File: src/rtl/spq_pkg.sv
// Shared types and codes for the sorted priority queue.
// Holds the word formats, action and status codes and parameter defaults.
// No dependencies.
`default_nettype none

package spq_pkg;

    localparam int CAPACITY_DEF = 64;
    localparam int TAG_BITS_DEF = 32;

    localparam logic [1:0] ACT_ENQUEUE = 2'd0;
    localparam logic [1:0] ACT_DEQUEUE = 2'd1;
    localparam logic [1:0] ACT_PEEK    = 2'd2;
    localparam logic [1:0] ACT_CLEAR   = 2'd3;

    localparam logic [1:0] ST_OK    = 2'd0;
    localparam logic [1:0] ST_EMPTY = 2'd1;
    localparam logic [1:0] ST_FULL  = 2'd2;

    typedef struct packed {
        logic [1:0]         action;
        logic [31:0]        value_tag;
        logic signed [31:0] priority_req;
    } t_in_word;

    typedef struct packed {
        logic [1:0]         status;
        logic [31:0]        head_value;
        logic signed [31:0] head_priority;
        logic [6:0]         entry_count;
    } t_out_word;

    // Row-wide command seen by every cell in the same cycle.
    typedef struct packed {
        logic ins;
        logic del;
    } t_cell_cmd;

endpackage

`default_nettype wire

File: src/rtl/spq_cell.sv
// One slot of the sorted row: holds a tag and a priority.
// Depends on spq_pkg for the row command struct.
`default_nettype none

module spq_cell #(
    parameter int TAG_BITS = spq_pkg::TAG_BITS_DEF
) (
    input  wire                       i_clk,
    input  wire spq_pkg::t_cell_cmd   i_cmd,
    input  wire                       i_occupied,
    input  wire        [TAG_BITS-1:0] i_new_tag,
    input  wire signed [31:0]         i_new_prio,
    input  wire                       i_left_take,
    input  wire        [TAG_BITS-1:0] i_left_tag,
    input  wire signed [31:0]         i_left_prio,
    input  wire        [TAG_BITS-1:0] i_right_tag,
    input  wire signed [31:0]         i_right_prio,
    output logic                      o_take,
    output logic       [TAG_BITS-1:0] o_tag,
    output logic signed [31:0]        o_prio
);
    import spq_pkg::*;

    logic        [TAG_BITS-1:0] r_tag;
    logic signed [31:0]         r_prio;

    // The slot gives way to a new entry when it is empty or holds a strictly
    // greater priority; along the sorted row this flag is monotone.
    assign o_take = !i_occupied || (r_prio > i_new_prio);
    assign o_tag  = r_tag;
    assign o_prio = r_prio;

    always_ff @(posedge i_clk) begin
        if (i_cmd.ins && o_take) begin
            if (i_left_take) begin
                r_tag  <= i_left_tag;
                r_prio <= i_left_prio;
            end else begin
                r_tag  <= i_new_tag;
                r_prio <= i_new_prio;
            end
        end else if (i_cmd.del) begin
            r_tag  <= i_right_tag;
            r_prio <= i_right_prio;
        end
    end

endmodule

`default_nettype wire

File: config.mk
export PLATFORM = sky130hd
export DESIGN_NAME = spq_cell
export DESIGN_NICKNAME = d
export VERILOG_FILES = /design/src/rtl/spq_pkg.sv /design/src/rtl/spq_cell.sv
export SDC_FILE = /design/constraint.sdc
export NUM_CORES = 1
export LEC_CHECK = 0
export BUFFER_PORTS_ARGS = -buffer_cell sky130_fd_sc_hd__buf_4
export CAP_MARGIN = 20
export CORE_ASPECT_RATIO = 0.8
export CORE_MARGIN = 3
export CORE_UTILIZATION = 48
export DETAILED_ROUTE_END_ITERATION = 12
export PLACE_DENSITY = 0.95
export REMOVE_ABC_BUFFERS = 1
export SYNTH_ARGS = -nofsm -noshare
export SYNTH_HDL_FRONTEND = slang
export SYNTH_SLANG_ARGS = --single-unit
File: constraint.sdc
create_clock -name i_clk -period 7 [get_ports i_clk]
set_clock_uncertainty 0.15 [all_clocks]
set_input_delay 1.4 -clock i_clk [delete_from_list [all_inputs] [get_ports i_clk]]
set_output_delay 1.4 -clock i_clk [all_outputs]
set_load 0.01 [all_outputs]
==> summary.txt <==
vias = 3923
CP Capture Type = output pin
IO Count = 262
Seq cells post-synth = 64
Least-Margin Pin Slew = 980 ps
Critical Path RT = 5450 ps
Worst R2R Path Depth = 9
Die Area = 10500 um^2
Synth Flop Type = edfxtp_1
Core Region = 8750 um^2
CTS resizes = 0
pin count of the biggest net entering global routing = 96
initial DRC count = 161
CTS max path bufs = 2
Critical Path Source = i_new_prio[31]
layout cells sized above 1 = 60.3%
Layout Utilization = 77.2%
wire length of the first global-routing pass = 20700 um
Area contributors post-synth = edfxtp_1 (43%), mux2_4 (17%), mux2_2 (12%)
post-synthesis cell count = 367
CTS sink cnt = 64
slew margin rel. = 34.7%
Final HPWL DP = 10800 um
Reg-to-Reg End = o_prio[11]
DRT Pass-1 Iters = 4
Post-DRT Antenna Nets = 0
fin crit share = 73.2%
post-DR vias/cell = 5.29
drt drc = 0
dpl ws = 1870 ps
worst vdd ir = 0.131 mV
clock buffer count from CTS = 9
leakage = 3.28 nW
hold path depth = 2
final hold slack = 1230 ps
most numerous cell in the Yosys netlist = edfxtp_1
Die Span X = 114 um
startpoint types = input port
status = finished, final reports clean
Post-synth ARST share = 0%
Critical Path AT = 3580 ps
Reg clk slew, reported paths = 60 ps
port bufs = 261
worst path bufs/invs = 3
hold crit path type = in2reg
Initial Util = 50.9%
slowest CP cell = or4_1
Final Hold Vio Count = 0
Root Buffer = clkbuf_16
total power = 1.59 mW
Crit path largest cell delay = 590 ps
Final #Nets = 854
GRT Residual Overflow = 0
Cell Area, Synth = 4450 um^2
die height = 92.1 um
worst skew pair latency = 310 ps
Routed wire per std cell = 18.1 um
Top delay family on crit path = simple AND/OR/NAND/NOR gates
worst reg2reg path startpoint = o_prio[31]
Synth warnings = 0
Post-CTS Repair Setup Buffers = 0
GRT Util Overall = 24.9%
final setup violation count = 0
fmax = 0.195 GHz
critical path peak fanout = 6
Rows = 30
Area Overhead vs Synth = 51.6%
RSZ-0062 raised after global routing = no
number of antenna violations at the first check in global routing = 0
flop2flop setup slack = 3330 ps
ant diodes = 0
CTS H-tree lvls = 3
GPL Wtd Cong = 0.881
CTS tree = done
path type of the worst setup path = in2out
Hold Startpoint = i_right_tag[27]
area leader, netlist = edfxtp_1
synth unique cells = 29
register area share after synthesis = 43.2%
Max Slew Vio Count = 0
EDFF count, synth = 64
fin crit period = 5130 ps
synth cell count leaders = edfxtp_1 (64), mux2_4 (49), mux2_2 (48)
WHS Endpoint = o_tag[27]
critical path cell sequence = buf_4, inv_1, ha_1, nand4_1, or4_1, nor3_1, nor3_1, o21a_1, a21bo_2, buf_4
syn_area_per_cell = 12.1 um^2
final worst setup slack = 1870 ps
final wirelength = 13500 um
top cell type's share of synthesized area = 43.2%
max cap viols = 0
vias in the first global route = 4290
PwrDens = 236 nW/um^2
hold_buf cts = 0
-- report_power, final --
part           switching, mW  internal (mW)  leakage, nW
logic                  0.275          0.346         2.51
clock network          0.161          0.237        0.122
registers             0.0372          0.534        0.651
total                  0.473           1.12         3.28
-- cell families after synthesis --
family,Yosys count,share of synthesized area (%)
mux,97,28.7
flops,64,43.2
simple gates,61,6.18
compound gates,60,7.48
buf+inv,53,5.51
fa+ha+maj,32,8.99
-- worst max path at each step --
stage / cells after the start / end
after floorplan: 8 / o_prio[0]
final: 10 / o_take
after CTS: 10 / o_take
after detailed placement: 10 / o_take
after global routing: 10 / o_take
after global placement: 10 / o_take
-- sequential cells by signal, summed over array words and instances (netlist names) --
signal / count
o_prio: 32
o_tag: 32
-- layout by cell type (no fill, tap or decap), types with 2 or more instances in the layout --
cell and count:
inv_1 35, edfxtp_1 64, nor3_1 3, a21oi_1 16, nand2_1 40, o211ai_1 2
clkinvlp_4 3, buf_4 265, clkinv_2 2, mux2_4 49, mux2_2 48, o21ai_0 36
nand3_1 3, nand4_1 8, ha_1 32, clkbuf_16 9
-- cell type report --
class                      instances  area, um^2
clock buffer                      10         229
tap                              112         140
multi-input combinational        250        2300
timing repair buffer             265        1990
clock inverter                     6        36.3
sequential                        64        1920
fill                             552        2000
inverter                          35         131
-- metrics by stage --
stage	TNS, ps	cell area, um^2	std cells
3_3_place_gp	0	6480	726
3_5_place_dp	0	6480	726
6_report	0	6750	742
5_1_grt	0	6750	742
2_1_floorplan	-502330	4340	349
4_1_cts	0	6750	742
-- routing by layer --
layer  routed length, um  share of wire [%]  global-route usage [%]
met2                7430                 55                    48.8
met3                 912                6.8                    4.88
met5                   0                  0                       0
met4                 391                2.9                    9.71
met1                4730                 35                    25.6
No activity file was read; power rests on OpenSTA's default activity.
